==> config.mk <==
export PLATFORM = sky130hd
export DESIGN_NAME = mics_div
export DESIGN_NICKNAME = d
export VERILOG_FILES = /design/src/rtl/mics_div.sv
export SDC_FILE = /design/constraint.sdc
export NUM_CORES = 1
export LEC_CHECK = 0
export ABC_AREA = 1
export BUFFER_PORTS_ARGS = -buffer_cell sky130_fd_sc_hd__buf_2
export CORE_UTILIZATION = 44
export DETAILED_ROUTE_END_ITERATION = 8
export PLACE_DENSITY = 0.66
export SLEW_MARGIN = 10
export SYNTH_ARGS = -nofsm -noshare
export SYNTH_HDL_FRONTEND = slang
export SYNTH_SLANG_ARGS = --single-unit
==> constraint.sdc <==
create_clock -name clock -period 2.53 [get_ports clock]
set_input_delay 0.1265 -clock clock [delete_from_list [all_inputs] [get_ports clock]]
set_output_delay 0.1265 -clock clock [all_outputs]
set_load 0.1 [all_outputs]
==> src/rtl/mics_div.sv <==
`timescale 1ns / 1ps
// Unsigned restoring divider, one quotient bit a cycle.
module mics_div (
   input  logic        clock,
   input  logic        reset,
   input  logic        start,
   input  logic [31:0] dividend,
   input  logic [31:0] divisor,
   output logic        done,
   output logic [31:0] quotient,
   output logic [31:0] remainder
);

   logic        run_ff;
   logic        done_ff;
   logic [4:0]  cnt_ff;
   logic [31:0] quo_ff;
   logic [31:0] rem_ff;
   logic [31:0] dvs_ff;
   logic [32:0] shifted;
   logic [32:0] diff;
   logic        qbit;

   assign shifted = {rem_ff, quo_ff[31]};
   assign diff    = shifted - {1'b0, dvs_ff};
   assign qbit    = ~diff[32];

   always_ff @(posedge clock) begin
      if (reset) begin
         run_ff  <= 1'b0;
         done_ff <= 1'b0;
         cnt_ff  <= '0;
      end else begin
         done_ff <= 1'b0;
         if (start) begin
            run_ff <= 1'b1;
            cnt_ff <= '0;
         end else if (run_ff) begin
            cnt_ff <= cnt_ff + 5'd1;
            if (cnt_ff == 5'd31) begin
               run_ff  <= 1'b0;
               done_ff <= 1'b1;
            end
         end
      end
   end

   always_ff @(posedge clock) begin
      if (start) begin
         quo_ff <= dividend;
         rem_ff <= '0;
         dvs_ff <= divisor;
      end else if (run_ff) begin
         quo_ff <= {quo_ff[30:0], qbit};
         rem_ff <= qbit ? diff[31:0] : shifted[31:0];
      end
   end

   assign done      = done_ff;
   assign quotient  = quo_ff;
   assign remainder = rem_ff;

endmodule

# Yosys cells after proc, flatten, opt, wreduce, memory -nomap -nowiden
# Cells that the tools add are included.
[word_totals] reg_bits=103 latch_bits=0 ram_bits=0 romBits=0 in_bits=67 out_inout_bits=65 memories=0
[op_classes] addsub=2 mul=0 n_div=0 n_lt_le_gt_ge=0 eq_ne=1 n_shift=0 mux=7 bitwise_logic=2 reduce_logical=3
[op_table] op="2-to-1 mux 32 bit" count=3
[op_table] op="subtractor 33 x 32 -> 33 bit" count=1
[op_table] op="adder 5 x 1 -> 5 bit, second input constant" count=1
[op_table] op="equality test 5 bit, second input constant" count=1
[op_table] op="2-to-1 mux 1 bit" count=4
[op_table] op="OR reduction 3 bit" count=1
[op_table] op="NOT 1 bit" count=2
[op_table] op="nonzero test 2 bit" count=1
[op_table] op="OR reduction 2 bit" count=1

# Longest topological paths before layout
# Gate-level depths: netlist of run 1.
[logic_depth] depth_word=4 ltp_mapped=18 mapped_depth_nobuf=17

# Least setup slack after synthesis of run 1
# No wires, ideal clock.
[synth_timing] path_kind="register to register" start="register quo_ff[31], in the netlist quotient[31]" end="register quo_ff[0], in the netlist quotient[0] (data pin)" setup_time_ps=269 arrival_time_ps=2720 required_ps=2261 setup_slack_ps=-459 path_stages_with_launch=17 n_path_buf=1 synth_period_minus_slack_ps=2989 path_cell_list="edfxtp_1 > inv_1 > ha_1 > fa_1 > inv_1 > nand2_1 > nand2_1 > nand3_1 > nand2_2 > nand2_1 > nand2_2 > nand2_2 > nand2_2 > nand2_2 > nand2_4 > buf_6 > o21ai_0"
[synth_via] elab_chain_len=4
[synth_rtl] item="from (decl)" line="17" rtl="logic [31:0] quo_ff;"
[synth_rtl] item="from (signal assigned)" line="50" rtl="quo_ff <= dividend;"
[synth_rtl] item="from (signal assigned)" line="54" rtl="quo_ff <= {quo_ff[30:0], qbit};"
[synth_rtl] item="subtractor 33 x 32 -> 33 bit" line="25" rtl="assign diff = shifted - {1'b0, dvs_ff};"
[synth_rtl] item="NOT 1 bit" line="26" rtl="assign qbit = ~diff[32];"
[synth_rtl] item="2-to-1 mux 32 bit" line="53" rtl="end else if (run_ff) begin"
[synth_rtl] item="2-to-1 mux 32 bit" line="49" rtl="if (start) begin"
# Every way passes these cells. The select of a mux whose other input is x is not followed.
# A chain may end at the register's enable or synchronous reset.

# Worst setup path in the final report of run 1
# Same ends and word-level chain as after synthesis.

==> impl_metrics.env, run 1 <==
export IMPL_gp_congestion=0.966
export IMPL_fin_hold_ws_ps=16.4
export IMPL_fin_ws_ps=145
export IMPL_avgViaCountPerCell=4.63
export IMPL_clk_path_buf_depth=2
export IMPL_crit_chain="inv_1, ha_2, fa_2, inv_2, nand2_1, nand2_1, nand3_1, nand2_2, nand2_1, nand2_2, nand2_4, nand2_4, nand2_2, nand2_8, buf_12, o21ai_0"
export IMPL_place_hpwl_um=13100
export IMPL_ios=132
export IMPL_worst_hold_path_type="input port to flop"
export IMPL_cts_max_level=3
export IMPL_antenna_cells=0
export IMPL_holdPathStages=3
export IMPL_grtUsageTotal_pct=22.8
export IMPL_synthArstFlopShare_pct=0
export IMPL_cts_tree="yes"
export IMPL_start_util_pct=45.1
export IMPL_dpl_worst_slack_ps=82.2
export IMPL_cap_violations=0
export IMPL_die_w_um=127
export IMPL_p_seq_share_pct=44.9
export IMPL_worstHoldStart="dividend[14]"
export IMPL_final_hold_viol_count=0
export IMPL_worst_pin_slew_ps=950
export IMPL_fillers=1533
export IMPL_die_height_um=127
export IMPL_rrSetupSlack_ps=140
export IMPL_required_ps=2640
export IMPL_synth_main_ff_cell="edfxtp_1"
export IMPL_swShare_pct=34.5
export IMPL_arrival_ps=2490
export IMPL_cts_buffers=9
export IMPL_skew_ps=17.1
export IMPL_core_area_mm2=0.0153
export IMPL_cp_start_kind="flop"
export IMPL_synth_area_mm2=0.00689
export IMPL_yosysUniqueCellTypes=34
export IMPL_min_to="quotient[14]"
export IMPL_rr_worst_depth=16
export IMPL_grt_pass1_vias=6210
export IMPL_p_comb_share_pct=21.6
export IMPL_wire_per_inst_um=12.7
export IMPL_port_buffers=131
export IMPL_status="finished, final reports clean"
export IMPL_grt_setup_unrepaired="no"
export IMPL_pwr_share_clk_pct=33.5
export IMPL_finalCoreUtilization_pct=55.9
export IMPL_cp_slowest_stage_delay_ps=350
export IMPL_irDropWorstVdd_mv=0.441
export IMPL_synth_ff_latch_count=103
export IMPL_fin_cells=1418
export IMPL_num_nets_final=1304
export IMPL_ys_seq_area_share_pct=39.2
export IMPL_num_rows=45
export IMPL_setup_viol=0
export IMPL_avgSynthCellArea_um2=6.67
export IMPL_layout_drive_gt1_share_pct=15.9
export IMPL_r2r_end="quotient[0]"
export IMPL_clockRootBuffer="clkbuf_16"
export IMPL_power_switching_mw=1.49
export IMPL_power_density_mw_per_mm2=508
export IMPL_synth_edff_count=64
export IMPL_worst_r2r_startpoint="quotient[31]"
export IMPL_crit_slowest_cell="edfxtp_1"
export IMPL_dp_cells=1363
export IMPL_antenna_found_initial=0
export IMPL_clock_latency_ps=370
export IMPL_drt_iter0_drc=316
export IMPL_first_pass_iters=7
export IMPL_dieArea_mm2=0.0162
export IMPL_clk_pin_slew_worst_paths_ps=90
export IMPL_grt_max_degree=50
export IMPL_slew_headroom_pct=36.6
export IMPL_place_area_mm2=0.00777
export IMPL_p_int_mw=2.84
export IMPL_drc=0
export IMPL_syn_num_nets=1135
export IMPL_overflow=0
export IMPL_endpoint_kind="flop"
export IMPL_fin_area_mm2=0.00853
export IMPL_slew_violations=0
export IMPL_timing_fmax_mhz=419
export IMPL_critical_path_max_fanout=11
export IMPL_num_vias=6568
export IMPL_clkSinkCount=103
export IMPL_grt_pass1_wl_um=29200
export IMPL_ys_warnings_count=0
export IMPL_drt_total_wl_um=18000
export IMPL_post_route_min_period_ps=2390
export IMPL_area_growth_pct=23.8
export IMPL_critPathKind="flop to flop"
export IMPL_leakage_nw=4.78
export IMPL_finalCritPeriodShare_pct=94.3
export IMPL_syn_inst=1033
export IMPL_ant_nets=0
critical path: cells and delay by family (launching register included):
family,cells,cell delay (ps)
and+or+nand+nor,10,890
DFF,1,350
buffers and inverters,3,270
adders and majority gates,2,530
AOI/OAI and AO/OA,1,70
power by group through the flow:
stage	Sequential (mW)	Combinational, mW	Clock [mW]
after floorplan	2.37	0.300	0
after global placement	1.98	0.889	0
after CTS	1.95	0.933	1.50
after detailed placement	1.98	0.893	0
final	1.95	0.936	1.45
after global routing	1.96	1.01	1.55
placed cells by master (no fill, tap or decap), types with 2 or more instances in the layout:
| master | netlist | layout |
|---|---|---|
| nor2_2 | 4 | 6 |
| o21bai_1 | 2 | 2 |
| nand2_4 | 2 | 3 |
| inv_1 | 206 | 205 |
| xnor2_1 | 12 | 12 |
| buf_12 | 0 | 2 |
| edfxtp_1 | 64 | 64 |
| nand4_1 | 7 | 7 |
| buf_2 | 0 | 131 |
| a21oi_1 | 19 | 19 |
| xor2_1 | 2 | 2 |
| nor3_2 | 2 | 2 |
| nand2_8 | 1 | 3 |
| ha_1 | 34 | 33 |
| nand2_2 | 9 | 7 |
| dfxtp_1 | 39 | 39 |
| and2_1 | 7 | 7 |
| nand3_1 | 56 | 55 |
| clkbuf_16 | 0 | 10 |
| buf_4 | 0 | 9 |
| nor2_1 | 46 | 44 |
| o21ai_0 | 4 | 3 |
| nand2_1 | 467 | 467 |
| o21ai_1 | 3 | 4 |
| inv_8 | 0 | 4 |
| nor3_1 | 12 | 12 |
| inv_2 | 5 | 6 |
| dlygate4sd3_1 | 0 | 33 |
| a21oi_2 | 2 | 2 |
| and3_1 | 2 | 2 |
state kept, by name, summed over array words and instances, names as in the netlist:
name       cells
run_ff         1
dvs_ff        32
done           1
quotient      32
cnt_ff         5
remainder     32
worst max-delay path by stage:
stage | from | to | slack, ps | cells after the start
after global routing | quotient[31] | quotient[0] | 6 | 16
after global placement | dvs_ff[0] | remainder[3] | 150 | 17
after CTS | dvs_ff[0] | remainder[10] | 50 | 17
after floorplan | quotient[31] | quotient[0] | -380 | 16
final | quotient[31] | quotient[0] | 140 | 16
after detailed placement | quotient[31] | remainder[5] | 80 | 18
final cells by class:
class / instances / area (um^2) / share of cell area (%)
clock inverters: 7 / 78.8 / 0.924
multi-input cells: 701 / 3350 / 39.2
well taps: 211 / 264 / 3.10
clock buffers: 9 / 225 / 2.64
repair buffers: 176 / 1120 / 13.1
inverters: 211 / 792 / 9.29
flip-flops and latches: 103 / 2700 / 31.7
stage by stage:
step           setup TNS (ps)  power, mW
2_1_floorplan           -9630       2.67
3_3_place_gp                0       2.87
3_5_place_dp                0       2.87
4_1_cts                     0       4.38
5_1_grt                     0       4.51
6_report                    0       4.33
Yosys cell counts, types with 5 or more instances:
| cell | instances | area [um^2] |
|---|---|---|
| nor3_1 | 12 | 60.1 |
| ha_1 | 34 | 425 |
| xnor2_1 | 12 | 105 |
| a21oi_1 | 19 | 95.1 |
| nor2_1 | 46 | 173 |
| inv_2 | 5 | 18.8 |
| edfxtp_1 | 64 | 1920 |
| nand3_1 | 56 | 280 |
| buf_6 | 5 | 56.3 |
| and2_1 | 7 | 43.8 |
| nand2_1 | 467 | 1750 |
| clkbuf_1 | 13 | 48.8 |
| nand2_2 | 9 | 56.3 |
| dfxtp_1 | 39 | 781 |
| nand4_1 | 7 | 43.8 |
| inv_1 | 206 | 773 |
kinds of logic after synthesis:
family / after synthesis / synth area share [%]
and+or+nand+nor: 619 / 36.9
xor gates and xnor gates: 14 / 1.78
buffers and inverters: 230 / 13.1
AOI/OAI and AO/OA: 32 / 2.56
DFF: 103 / 39.2
adders and majority gates: 35 / 6.47
metal layers:
layer	GRT usage [%]	vias to the layer above	share of wire [%]
met5	0	-	0
met4	8.89	0	2.8
met3	4.86	33	5.4
met2	36.8	147	44
met1	30.1	2932	48
li1	-	3456	-
repair_timing:
action	CTS	global route
hold buffers	33	0
gates resized for setup	0	6
endpoints found under the setup margin	0	32
buffers inserted	0	4
endpoints found under the hold margin	34	0
Power figures use the tool's default switching activity.
==> run 2, diff against run 1 <==
--- a/config.mk
+++ b/config.mk
@@ -5,11 +5,10 @@
 export SDC_FILE = /design/constraint.sdc
 export NUM_CORES = 1
 export LEC_CHECK = 0
-export ABC_AREA = 1
 export BUFFER_PORTS_ARGS = -buffer_cell sky130_fd_sc_hd__buf_2
 export CORE_UTILIZATION = 44
 export DETAILED_ROUTE_END_ITERATION = 8
-export PLACE_DENSITY = 0.66
+export PLACE_DENSITY = 0.67
 export SLEW_MARGIN = 10
 export SYNTH_ARGS = -nofsm -noshare
 export SYNTH_HDL_FRONTEND = slang
==> impl_metrics.env, run 2 <==
export IMPL_status="finished, violations left"
export IMPL_violations="negative setup slack"
export IMPL_finalCoreUtilization_pct=66.0
export IMPL_slew_violations=0
export IMPL_area_growth_pct=44.2
export IMPL_drc=0
export IMPL_worst_r2r_startpoint="dvs_ff[5]"
export IMPL_first_pass_iters=4
export IMPL_die_height_um=117
export IMPL_setup_viol=33
export IMPL_crit_chain="inv_1, ha_1, a21o_1, a211o_1, o21ai_4, o21ai_2, or4_4, a41oi_4, xnor2_4, buf_6, buf_8, nand3_2, a31oi_1, a311oi_1"
export IMPL_crit_start="dvs_ff[5]"
export IMPL_r2r_end="remainder[29]"
export IMPL_dpl_worst_slack_ps=-860
export IMPL_critical_path_top_delay_family="compound AO/OA/AOI/OAI gates"
export IMPL_clk_pin_slew_worst_paths_ps=70
export IMPL_synth_main_ff_cell="edfxtp_1"
export IMPL_synth_edff_count=64
export IMPL_avgViaCountPerCell=5.05
export IMPL_crit_end="remainder[29]"
export IMPL_finalCritPeriodShare_pct=125
export IMPL_antenna_found_initial=0
export IMPL_cts_tree="yes"
export IMPL_synthArstFlopShare_pct=0
export IMPL_yosysMostFrequentCell="edfxtp_1"
export IMPL_crit_slowest_cell="or4_4"
export IMPL_yosysUniqueCellTypes=52
export IMPL_clockRootBuffer="clkbuf_16"
export IMPL_irDropWorstVdd_mv=0.586
export IMPL_ys_warnings_count=0
export IMPL_grt_pass1_wl_um=23300
export IMPL_power_density_mw_per_mm2=678
export IMPL_overflow=0
export IMPL_rrSetupSlack_ps=-620
export IMPL_ant_nets=0
export IMPL_antenna_cells=0
export IMPL_critical_path_max_fanout=7
export IMPL_yosys_area_top_type="edfxtp_1"
export IMPL_final_hold_viol_count=0
export IMPL_timing_fmax_mhz=317
export IMPL_ys_top_cells_by_count="64 x edfxtp_1, 53 x nor2_1, 39 x dfxtp_1, 39 x inv_1, 35 x a21oi_1"
export IMPL_layout_drive_gt1_share_pct=43.5
export IMPL_clkSinkCount=103
export IMPL_post_route_min_period_ps=3150
export IMPL_drt_total_wl_um=14500
export IMPL_final_common_cell="buf_2"
export IMPL_endpoint_kind="flop"
export IMPL_clock_latency_ps=360
export IMPL_port_buffers=131
export IMPL_worst_pin_slew_ps=774
export IMPL_grt_setup_unrepaired="yes"
export IMPL_grt_pass1_vias=5092
export IMPL_required_ps=2790
export IMPL_cts_buffers=9
export IMPL_skew_ps=8.97
export IMPL_die_w_um=117
export IMPL_cp_start_kind="flop"
export IMPL_rr_worst_depth=14
export IMPL_critPathKind="flop to flop"
export IMPL_cts_max_level=3
export IMPL_num_vias=5112
export IMPL_crit_buf_inv=3
export IMPL_cap_violations=0
export IMPL_leakage_nw=3.88
export IMPL_syn_inst=561
export IMPL_mostFrequentLayoutCells="130 x buf_2, 122 x buf_4, 64 x edfxtp_1, 53 x nor2_1, 38 x inv_1"
export IMPL_grtUsageTotal_pct=22.0
export IMPL_fin_ws_ps=-622
export IMPL_start_util_pct=45.8
export IMPL_worst_hold_path_type="input port to flop"
export IMPL_gp_congestion=0.885
export IMPL_synth_top_area_share_pct=32.9
export IMPL_cp_slowest_stage_delay_ps=500
export IMPL_syn_num_nets=663
export IMPL_dieArea_mm2=0.0138
export IMPL_slew_headroom_pct=48.4
export IMPL_ios=132
export IMPL_clk_path_buf_depth=2
export IMPL_synth_ff_latch_count=103
export IMPL_cp_depth=14
export IMPL_arrival_ps=3420
export IMPL_core_area_mm2=0.0128
export IMPL_avgSynthCellArea_um2=10.4
export IMPL_ys_seq_area_share_pct=46.2
export IMPL_wire_per_inst_um=14.3
export IMPL_num_nets_final=938
export IMPL_grt_max_degree=74
export IMPL_drt_iter0_drc=199
export IMPL_ys_top_cells_by_area="edfxtp_1 33%, dfxtp_1 13%, ha_1 7.3%"
export IMPL_place_hpwl_um=10600
export IMPL_synth_area_mm2=0.00585
export IMPL_num_rows=41
[run 2: cell count changes after synthesis, sizes merged, moves of 12 or more]
cell    change
nand2     -449
inv       -172
nand3      -47
mux2       +35
a211oi     +28
mux2i      +27
a21oi      +14
nor3       -12
o21ai      +12
[run 2: final cells by class]
| class | instances | area [um^2] |
|---|---|---|
| fillers | 985 | 4340 |
| multi-input cells | 390 | 3030 |
| flip-flops and latches | 103 | 2730 |
| repair buffers | 293 | 2010 |
| clock buffers | 11 | 258 |
| well taps | 172 | 215 |
| inverters | 39 | 146 |
| clock inverters | 5 | 43.8 |
[run 2: kinds of logic (layout without fill, tap and decap cells)]
kind of cell / count (synthesis) / in the layout / synth area share, %
mux: 62 / 62 / 11.4
simple gates: 136 / 136 / 11.0
fa+ha+maj: 35 / 35 / 7.62
buf+inv: 68 / 348 / 4.66
compound gates: 128 / 128 / 14.8
flops: 103 / 103 / 46.2
xor+xnor: 29 / 29 / 4.34
[run 2: through the flow]
stage	power, mW	setup TNS, ps	hold slack, ps	instance area [um^2]	std cells
2_1_floorplan	3.58	-28780	199	5910	561
3_3_place_gp	4.17	-21510	291	7580	956
3_5_place_dp	4.20	-25210	296	7580	956
4_1_cts	5.73	-18680	49.0	8340	1010
5_1_grt	6.00	-21800	56.2	8430	1013
6_report	5.72	-17690	69.1	8430	1013
[run 2: per-layer routing]
| metal | share of wire (%) | track usage, % | vias up |
|---|---|---|---|
| met1 | 44 | 25.9 | 2389 |
| met5 | 0 | 0 | - |
| li1 | - | - | 2583 |
| met2 | 50 | 38.5 | 134 |
| met3 | 5.5 | 5.77 | 6 |
| met4 | 0.60 | 7.76 | 0 |
[run 2: worst min path at each step]
stage                       startpoint            to  slack (ps)  depth (start not counted)
final                     dividend[24]  quotient[24]          70                          2
after detailed placement         reset        run_ff         300                          2
after CTS                 dividend[26]  quotient[26]          50                          2
after floorplan                  reset        run_ff         200                          1
after global placement           reset        run_ff         290                          2
after global routing      dividend[11]  quotient[11]          60                          2
[run 2: what timing repair did]
| action | 4_1_cts | 5_1_grt |
|---|---|---|
| gates cloned | 1 | 0 |
| endpoints found under the setup margin | 33 | 33 |
| gates resized for setup | 25 | 15 |
| hold buffers | 33 | 0 |
| pin swaps | 22 | 13 |
| setup buffers | 4 | 3 |
| endpoints found under the hold margin | 33 | 0 |
[run 2: report_power, final]
group / internal [mW] / switching (mW) / total, mW / leakage, nW
clock: 0.757 / 0.659 / 1.42 / 0.152
combinational: 0.836 / 1.44 / 2.28 / 2.77
sequential: 1.95 / 0.0743 / 2.03 / 0.964
